===== config.mk =====
export PLATFORM = sky130hd
export DESIGN_NAME = utf8_text_validator
export DESIGN_NICKNAME = d
export VERILOG_FILES = /design/src/rtl/utf8v_pkg.sv /design/src/rtl/utf8_text_validator.sv
export SDC_FILE = /design/constraint.sdc
export NUM_CORES = 1
export LEC_CHECK = 0
export BUFFER_PORTS_ARGS = -buffer_cell sky130_fd_sc_hd__clkbuf_2
export CAP_MARGIN = 20
export CORE_ASPECT_RATIO = 0.75
export CORE_MARGIN = 5
export CORE_UTILIZATION = 60
export CTS_BUF_LIST = sky130_fd_sc_hd__clkbuf_4
export CTS_CLUSTER_SIZE = 14
export DETAILED_ROUTE_END_ITERATION = 6
export GPL_TIMING_DRIVEN = 0
export HOLD_SLACK_MARGIN = 0.08
export PLACE_DENSITY = 0.79
export SYNTH_ARGS = -nofsm -noshare
export SYNTH_HDL_FRONTEND = slang
export SYNTH_SLANG_ARGS = --single-unit

===== constraint.sdc =====
create_clock -name clock -period 2.2 [get_ports clock]
set_input_delay 0.44 -clock clock [delete_from_list [all_inputs] [get_ports clock]]
set_output_delay 0.44 -clock clock [all_outputs]
set_load 0.05 [all_outputs]

===== src/rtl/utf8v_pkg.sv =====
package utf8v_pkg;

   localparam int unsigned CpWidth = 21;

   typedef logic [3:0]         err_type;
   typedef logic [CpWidth-1:0] cp_type;

   localparam err_type ERR_NONE      = 4'd0;
   localparam err_type ERR_NUL       = 4'd1;
   localparam err_type ERR_CONTROL   = 4'd2;
   localparam err_type ERR_LEAD      = 4'd3;
   localparam err_type ERR_CONT      = 4'd4;
   localparam err_type ERR_TRUNC     = 4'd5;
   localparam err_type ERR_OVERLONG  = 4'd6;
   localparam err_type ERR_SURROGATE = 4'd7;
   localparam err_type ERR_TOO_LARGE = 4'd8;

   localparam logic [7:0] BYTE_NUL   = 8'h00;
   localparam logic [7:0] BYTE_TAB   = 8'h09;
   localparam logic [7:0] BYTE_LF    = 8'h0A;
   localparam logic [7:0] BYTE_CR    = 8'h0D;
   localparam logic [7:0] BYTE_SPACE = 8'h20;
   localparam logic [7:0] BYTE_HIGH  = 8'h80;
   localparam logic [7:0] LEAD2_LO   = 8'hC2;
   localparam logic [7:0] LEAD2_HI   = 8'hDF;
   localparam logic [7:0] LEAD3_LO   = 8'hE0;
   localparam logic [7:0] LEAD3_HI   = 8'hEF;
   localparam logic [7:0] LEAD4_LO   = 8'hF0;
   localparam logic [7:0] LEAD4_HI   = 8'hF4;

   localparam cp_type CP_MIN3      = 21'h000800;
   localparam cp_type CP_MIN4      = 21'h010000;
   localparam cp_type CP_SURR_LO   = 21'h00D800;
   localparam cp_type CP_SURR_HI   = 21'h00DFFF;
   localparam cp_type CP_MAX       = 21'h10FFFF;

   localparam logic [2:0] SEQ_NONE = 3'd0;
   localparam logic [2:0] SEQ_2    = 3'd2;
   localparam logic [2:0] SEQ_3    = 3'd3;
   localparam logic [2:0] SEQ_4    = 3'd4;

endpackage


===== src/rtl/utf8_text_validator.sv =====
// Strict UTF-8 checker for a byte stream, one byte per item, with the last
// byte of each text marked by req_end_of_text. Every byte gives one result
// carrying the first error of the text so far; the result of the marked byte
// closes the text (rsp_verdict_final) and reports rsp_text_valid when no error
// was found, after which all checker state returns to reset. Throughput is one
// byte per clock while rsp_ready is high. rsp_valid rises once the byte has
// passed through the input register and then the result register, which sit
// around the single decode stage that carries the sequence state from byte to
// byte.
module utf8_text_validator (
   input  logic       clock,
   input  logic       reset,
   input  logic       req_valid,
   output logic       req_ready,
   input  logic [7:0] req_text_byte,
   input  logic       req_end_of_text,
   output logic       rsp_valid,
   input  logic       rsp_ready,
   output logic [3:0] rsp_error_kind,
   output logic       rsp_text_valid,
   output logic       rsp_verdict_final
);

   // input register
   logic       in_valid_ff;
   logic [7:0] in_byte_ff;
   logic       in_last_ff;

   // sequence state
   logic [1:0]         exp_ff, exp_in;
   logic [2:0]         len_ff, len_in;
   utf8v_pkg::cp_type  cp_ff, cp_in;
   utf8v_pkg::err_type err_ff, err_in;

   // result register
   logic               out_valid_ff;
   utf8v_pkg::err_type out_err_ff;
   logic               out_ok_ff;
   logic               out_last_ff;

   utf8v_pkg::err_type step_err;
   utf8v_pkg::cp_type  cp_cat;
   logic               out_free;
   logic               advance;

   assign out_free  = !out_valid_ff || rsp_ready;
   assign advance   = in_valid_ff && out_free;
   assign req_ready = !in_valid_ff || out_free;

   assign cp_cat = {cp_ff[utf8v_pkg::CpWidth-7:0], in_byte_ff[5:0]};

   always_comb begin
      exp_in   = exp_ff;
      len_in   = len_ff;
      cp_in    = cp_ff;
      step_err = utf8v_pkg::ERR_NONE;
      err_in   = err_ff;
      if (err_ff == utf8v_pkg::ERR_NONE) begin
         if (exp_ff == 2'd0) begin
            if (in_byte_ff == utf8v_pkg::BYTE_NUL) begin
               step_err = utf8v_pkg::ERR_NUL;
            end else if (in_byte_ff < utf8v_pkg::BYTE_SPACE) begin
               if (!(in_byte_ff inside {utf8v_pkg::BYTE_TAB, utf8v_pkg::BYTE_LF,
                                        utf8v_pkg::BYTE_CR})) begin
                  step_err = utf8v_pkg::ERR_CONTROL;
               end
            end else if (in_byte_ff < utf8v_pkg::BYTE_HIGH) begin
               step_err = utf8v_pkg::ERR_NONE;
            end else if (in_byte_ff inside {[utf8v_pkg::LEAD2_LO:utf8v_pkg::LEAD2_HI]}) begin
               len_in = utf8v_pkg::SEQ_2;
               exp_in = 2'd1;
               cp_in  = {16'd0, in_byte_ff[4:0]};
            end else if (in_byte_ff inside {[utf8v_pkg::LEAD3_LO:utf8v_pkg::LEAD3_HI]}) begin
               len_in = utf8v_pkg::SEQ_3;
               exp_in = 2'd2;
               cp_in  = {17'd0, in_byte_ff[3:0]};
            end else if (in_byte_ff inside {[utf8v_pkg::LEAD4_LO:utf8v_pkg::LEAD4_HI]}) begin
               len_in = utf8v_pkg::SEQ_4;
               exp_in = 2'd3;
               cp_in  = {18'd0, in_byte_ff[2:0]};
            end else begin
               step_err = utf8v_pkg::ERR_LEAD;
            end
         end else begin
            if (in_byte_ff[7:6] != 2'b10) begin
               step_err = utf8v_pkg::ERR_CONT;
            end else begin
               cp_in  = cp_cat;
               exp_in = exp_ff - 2'd1;
               if (exp_in == 2'd0) begin
                  if ((len_ff == utf8v_pkg::SEQ_3 && cp_cat < utf8v_pkg::CP_MIN3) ||
                      (len_ff == utf8v_pkg::SEQ_4 && cp_cat < utf8v_pkg::CP_MIN4)) begin
                     step_err = utf8v_pkg::ERR_OVERLONG;
                  end else if (cp_cat >= utf8v_pkg::CP_SURR_LO &&
                               cp_cat <= utf8v_pkg::CP_SURR_HI) begin
                     step_err = utf8v_pkg::ERR_SURROGATE;
                  end else if (cp_cat > utf8v_pkg::CP_MAX) begin
                     step_err = utf8v_pkg::ERR_TOO_LARGE;
                  end else begin
                     len_in = utf8v_pkg::SEQ_NONE;
                     cp_in  = '0;
                  end
               end
            end
         end
         if (step_err == utf8v_pkg::ERR_NONE && in_last_ff && exp_in != 2'd0) begin
            step_err = utf8v_pkg::ERR_TRUNC;
         end
         err_in = step_err;
      end
   end

   always_ff @(posedge clock) begin
      if (reset) begin
         in_valid_ff <= 1'b0;
      end else if (req_ready) begin
         in_valid_ff <= req_valid;
      end
   end

   always_ff @(posedge clock) begin
      if (req_valid && req_ready) begin
         in_byte_ff <= req_text_byte;
         in_last_ff <= req_end_of_text;
      end
   end

   always_ff @(posedge clock) begin
      if (reset) begin
         exp_ff <= 2'd0;
         len_ff <= utf8v_pkg::SEQ_NONE;
         cp_ff  <= '0;
         err_ff <= utf8v_pkg::ERR_NONE;
      end else if (advance) begin
         if (in_last_ff) begin
            exp_ff <= 2'd0;
            len_ff <= utf8v_pkg::SEQ_NONE;
            cp_ff  <= '0;
            err_ff <= utf8v_pkg::ERR_NONE;
         end else begin
            exp_ff <= exp_in;
            len_ff <= len_in;
            cp_ff  <= cp_in;
            err_ff <= err_in;
         end
      end
   end

   always_ff @(posedge clock) begin
      if (reset) begin
         out_valid_ff <= 1'b0;
      end else if (out_free) begin
         out_valid_ff <= in_valid_ff;
      end
   end

   always_ff @(posedge clock) begin
      if (advance) begin
         out_err_ff  <= err_in;
         out_ok_ff   <= in_last_ff && (err_in == utf8v_pkg::ERR_NONE);
         out_last_ff <= in_last_ff;
      end
   end

   assign rsp_valid         = out_valid_ff;
   assign rsp_error_kind    = out_err_ff;
   assign rsp_text_valid    = out_ok_ff;
   assign rsp_verdict_final = out_last_ff;

`ifndef SYNTHESIS
   a_valid_means_clean_end: assert property (@(posedge clock) disable iff (reset)
      (rsp_valid && rsp_text_valid) |->
         (rsp_verdict_final && rsp_error_kind == utf8v_pkg::ERR_NONE))
      else $error("text_valid without a clean final byte");

   a_clear_after_last: assert property (@(posedge clock) disable iff (reset)
      (advance && in_last_ff) |=>
         (err_ff == utf8v_pkg::ERR_NONE && exp_ff == 2'd0 && len_ff == utf8v_pkg::SEQ_NONE))
      else $error("state not cleared after last byte");

   a_error_sticks: assert property (@(posedge clock) disable iff (reset)
      (err_ff != utf8v_pkg::ERR_NONE && !(advance && in_last_ff)) |=>
         (err_ff == $past(err_ff)))
      else $error("sticky error changed inside a text");

   a_open_seq_len: assert property (@(posedge clock) disable iff (reset)
      (err_ff == utf8v_pkg::ERR_NONE && exp_ff != 2'd0) |->
         (len_ff >= utf8v_pkg::SEQ_2 && {1'b0, exp_ff} < len_ff))
      else $error("open sequence with inconsistent length");
`endif

endmodule

Word level (Yosys, flattened, before mapping):

Index checks and enable logic that the tools add are counted.

* order comparisons: 13
* reductions and logical operators: 29
* mux-type cells: 56
* add/sub/neg operators: 1
* equality and inequality tests: 14

Operator list (number)
* $mux 15: 14
* $mux 4: 12
* $mux 3: 14
* $mux 2: 16
* $eq 8x4->1 const B: 3
* $ge 8x8->1 const B: 3
* $le 8x8->1 const B: 3
* $ge 21x16->1 const B: 1
* $gt 21x21->1 const B: 1
* $le 21x16->1 const B: 1
* $lt 21x12->1 const B: 1
* $lt 21x17->1 const B: 1
* $ne 3x3->1 const B: 7
* $logic_not 4->1: 3
* $logic_and 1x1->1: 11
* $reduce_and 11->1: 1
* $logic_not 8->1: 1
* $lt 8x6->1 const B: 1
* $lt 8x8->1 const B: 1
* $reduce_and 7->1: 1
* $reduce_bool 3->1: 2
* $ne 5x2->1 const B: 1
* $logic_not 2->1: 2
* $reduce_bool 2->1: 2
* other kinds (7): 10

* flip-flop bits (word level): 41
* output and inout port bits: 8

Depth between registers and ports, before layout:

* word-level depth: 17
* gate-level depth with buffers: 9
* gate-level depth less buffers: 7

Least setup slack after synthesis:

OpenSTA, ideal clock, no wires.

* path type: register to register
* start: register exp_ff[0]
* end: register cp_ff[10]
* data arrival time: 1.964 ns
* cell stages (with the launch flop): 9
* clock period less this slack: 2.024 ns
* data required time: 2.140 ns
* library setup time: 0.060 ns
* slack: 0.176 ns
* path buffers: 1
* cell sequence: dfxtp_1 inv_1 ha_1 buf_2 xor2_1 a31oi_1 nand3_1 a211oi_4 a22o_1

* cells in the longest elaborated chain, start to end: 7

Ends and longest elaborated chain
* start, declared: RTL line utf8_text_validator.sv:30 `logic [1:0] exp_ff, exp_in;`
* start signal, assigned: RTL line utf8_text_validator.sv:141 `exp_ff <= exp_in;`
* $sub 2x1->2: RTL line utf8_text_validator.sv:89 `exp_in = exp_ff - 2'd1;`
* $logic_not 2->1: RTL line utf8_text_validator.sv:90 `if (exp_in == 2'd0) begin`
* $mux 15: RTL line utf8_text_validator.sv:90
* $mux 15: RTL line utf8_text_validator.sv:85 `if (in_byte_ff[7:6] != 2'b10) begin`
* $mux 15: RTL line utf8_text_validator.sv:59 `if (exp_ff == 2'd0) begin`
* $mux 15: RTL line utf8_text_validator.sv:58 `if (err_ff == utf8v_pkg::ERR_NONE) begin`
* $mux 15: RTL line utf8_text_validator.sv:135 `if (in_last_ff) begin`
* end signal, assigned: RTL line utf8_text_validator.sv:143 `cp_ff <= cp_in;`
* end, declared: RTL line utf8_text_validator.sv:32 `utf8v_pkg::cp_type cp_ff, cp_in;`

Several ways; a longest one is shown, not always the timed one. The select of a mux whose other input is x is not followed.
A chain may end at the register's enable or synchronous reset.

Worst setup path in the final report:

* start: register exp_ff[1]
* end: register out_err_ff[2] (netlist: rsp_error_kind[2]), data pin

* cells in the longest elaborated chain, start to end: 12

Ends and longest elaborated chain
* branches (longest 10 deep; another with $sub 2x1->2)
* $mux 4 (*): RTL line utf8_text_validator.sv:106 `if (step_err == utf8v_pkg::ERR_NONE && in_last_ff && exp_in != 2'd0) begin`
* $mux 4 (*): RTL line utf8_text_validator.sv:58
* net err_in[2]: RTL line utf8_text_validator.sv:33 `utf8v_pkg::err_type err_ff, err_in;`
* end signal, assigned: RTL line utf8_text_validator.sv:159 `out_err_ff <= err_in;`
* end, declared: RTL line utf8_text_validator.sv:37 `utf8v_pkg::err_type out_err_ff;`

Mark *: on every way through the listed nets, which the timed path passes. The select of a mux whose other input is x is not followed.

==> flow_metrics.tcl <==
set metrics [dict create \
    place_ws_ns -0.1671 \
    synth_common_cells "dfxtp_1 (26), edfxtp_1 (15), a22o_1 (14), inv_1 (13), nand2_1 (13)" \
    wl_per_cell_um 18.51 \
    grt_max_degree 13 \
    dr.pass1.iters 4 \
    synth_area_um2 2062 \
    power_switching_share_pct 25.75 \
    antenna_found_initial 0 \
    grt_pass1_vias 1781 \
    r2r_end "rsp_error_kind[2]" \
    synth_cells 204 \
    leakage_nw 0.8990 \
    fin_worst_skew_ns 0.009940 \
    ys_types 59 \
    combPwrFrac_pct 14.2 \
    internal_power_mw 1.134 \
    max-cap-violations 0 \
    area_delta_synth_final_pct 18.26 \
    fp.dieH_um 60.77 \
    io_pins 21 \
    fin_area_um2 2439 \
    clock-sinks 41 \
    ff2ff_setup_slack_ns 0.05 \
    synth_seq_cells 41 \
    yosysWarningCount 0 \
    peakVddDrop_mv 0.5633 \
    port-buffer-count 20 \
    startpoint "exp_ff[1]" \
    hp-class "input pin to flip-flop" \
    p_per_area_nw_per_um2 626.3 \
    fmax_mhz 465.5 \
    vias 1821 \
    setup-violations-final 0 \
    synth_enable_flop_cells 15 \
    seq_area_frac_synth_pct 47.09 \
    clk_pin_slew_ns 0.11 \
    core_area_um2 3311 \
    yosysMostFrequentCell "dfxtp_1" \
    fill_cells 216 \
    pwr-share-clk_pct 31.5 \
    clock_latency_ns 0.35 \
    multiInputGateArea_um2 1090 \
    die_area_um2 4721 \
    crit_required_ns 2.30 \
    fin_ws_ns 0.05190 \
    gr-total-overflow 0 \
    synth-main-ff-cell "dfxtp_1" \
    critPathArrivalTime_ns 2.25 \
    nNetsFinal 250 \
    antenna_left 0 \
    status "completed" \
    reg2reg_depth 7 \
    cts_hold_buf 0 \
    slew_headroom_pct 62.52 \
    drt-total-wl_um 5108 \
    whs_path_depth 1 \
    die_w_um 77.69 \
    insertedDiodeCount 0 \
    end_kind "flip-flop" \
    avgSynthCellArea_um2 10.11 \
    seq_power_share_pct 54.3 \
    place_inst 264 \
    fin_crit_ns 2.148 \
    drv_slew 0 \
    clockBufferDepth 2 \
    worstMarginPinSlew_ns 0.5601 \
    critical_path_class "flip-flop to flip-flop" \
    drc_errors 0 \
    async_flop_share_pct 0 \
    tns_ns 0 \
    gp_congestion 0.9129 \
    cts_buffers 5 \
    r2r-start "exp_ff[1]" \
    cp_max_fo 4 \
    layout.cells.non_filler 276 \
    min_from "req_text_byte[1]" \
    netlist.top_cell.by_area "dfxtp_1" \
    cts_max_level 2 \
    hpwl_um 3599 \
    syn_nets 219 \
    final_hold_viol_count 0 \
    cts_tree "yes" \
    whs_endpoint "in_byte_ff[1]" \
    root_buffer "clkbuf_4" \
    start_util_pct 62.28 \
    post-route-period-util_pct 97.64 \
    yosys-top-cells-area "dfxtp_1 (25%), edfxtp_1 (22%), a22o_1 (5.9%)" \
    start_kind "flip-flop" \
    grt_pass1_wl_um 8314 \
    rows 18 \
    dr.first_iter.drc_count 217 \
    track_usage_pct 22.62 \
    p_switching_uw 393.2 \
    yosysTopAreaCellShare_pct 25.24 \
    via_per_inst 6.598 \
    drive_above_1_share_pct 28.81 \
    place_area_um2 2212 \
    ff_latch_area_um2 975.9 \
]
==> registers in the layout, summed over array words and instances (netlist names) <==
signal             count
len_ff                 3
in_byte_ff             8
rsp_verdict_final      1
rsp_text_valid         1
exp_ff                 2
rsp_valid              1
cp_ff                 15
err_ff                 4
in_last_ff             1
in_valid_ff            1
rsp_error_kind         4
==> logic make-up after synthesis <==
kind of cell | after synthesis | synth area share, %
DFF | 41 | 47.09
buffers and inverters | 23 | 4.612
xor gates and xnor gates | 3 | 1.275
AOI/OAI and AO/OA | 76 | 29.01
and+or+nand+nor | 59 | 16.81
adders and majority gates | 2 | 1.213
==> cell usage in the layout (no fill, tap or decap), types with 3 or more instances in the layout <==
| cell type | synthesis | final |
|---|---|---|
| edfxtp_1 | 15 | 15 |
| a21o_1 | 4 | 4 |
| buf_4 | 0 | 3 |
| nor2b_1 | 3 | 3 |
| nand2_1 | 13 | 13 |
| a21oi_1 | 10 | 10 |
| o21ai_0 | 7 | 6 |
| o21ai_2 | 1 | 3 |
| nand3_1 | 7 | 7 |
| o21a_1 | 3 | 3 |
| a22o_1 | 14 | 14 |
| clkbuf_4 | 0 | 6 |
| dfxtp_1 | 26 | 24 |
| nor2_1 | 9 | 9 |
| inv_1 | 13 | 13 |
| o21ai_1 | 6 | 5 |
| nor3_1 | 4 | 3 |
| o211ai_1 | 5 | 5 |
| clkbuf_2 | 0 | 20 |
| buf_2 | 7 | 6 |
==> repair_timing <==
item,4_1_cts,5_1_grt
setup endpoints to repair,22,22
buffers inserted,1,3
cloned,0,0
gates resized for setup,6,18
pin swaps,1,3
==> final cells by class <==
cell class	count	share of cell area [%]
flip-flops and latches	41	40.02
clock inverters	2	1.385
repair buffers	24	5.849
inverters	15	2.309
multi-input cells	140	44.69
well taps	40	2.052
clock buffers	6	1.847
plain buffers	8	1.847
==> metal layers <==
metal  vias to the layer above  global-route usage [%]  share of wire (%)
met4                         0                   7.598                1.6
li1                        848                       -                  -
met5                         -                       0                  0
met3                        13                   4.599                5.9
met1                       878                   28.24                 43
met2                        82                   39.83                 49
==> power by group through the flow <==
stage	registers, mW	logic, mW	clock network (mW)
after global placement	0.844	0.180	0
after floorplan	0.865	0.112	0
after global routing	0.831	0.235	0.516
after CTS	0.828	0.195	0.481
after detailed placement	0.846	0.188	0
final	0.829	0.217	0.481
==> critical path, cell delays in order (launching register included) <==
cell and delay (ns):
dfxtp_2 0.35, inv_1 0.10, ha_1 0.24, or4bb_4 0.60, nor3_2 0.21, o21ai_0 0.12, nand4bb_1 0.15, o211ai_1 0.13
==> how the worst max path moves through the flow <==
| stage | end | slack [ns] | depth (start not counted) |
|---|---|---|---|
| 3_5_place_dp | cp_ff[14] | -0.17 | 8 |
| 2_1_floorplan | cp_ff[10] | 0.18 | 8 |
| 3_3_place_gp | cp_ff[4] | -0.07 | 8 |
| 5_1_grt | rsp_error_kind[0] | -0.02 | 5 |
| 4_1_cts | cp_ff[14] | 0.01 | 9 |
| 6_report | rsp_error_kind[2] | 0.05 | 7 |
==> metrics by stage <==
stage	total power, mW	utilization [%]	hold WS [ns]
after floorplan	0.9777	-	0.4363
after global placement	1.023	66.82	0.4479
after detailed placement	1.034	66.82	0.4729
after CTS	1.504	70.86	0.2546
after global routing	1.582	73.66	0.2435
final	1.527	73.66	0.2582
Power figures use the tool's default switching activity.
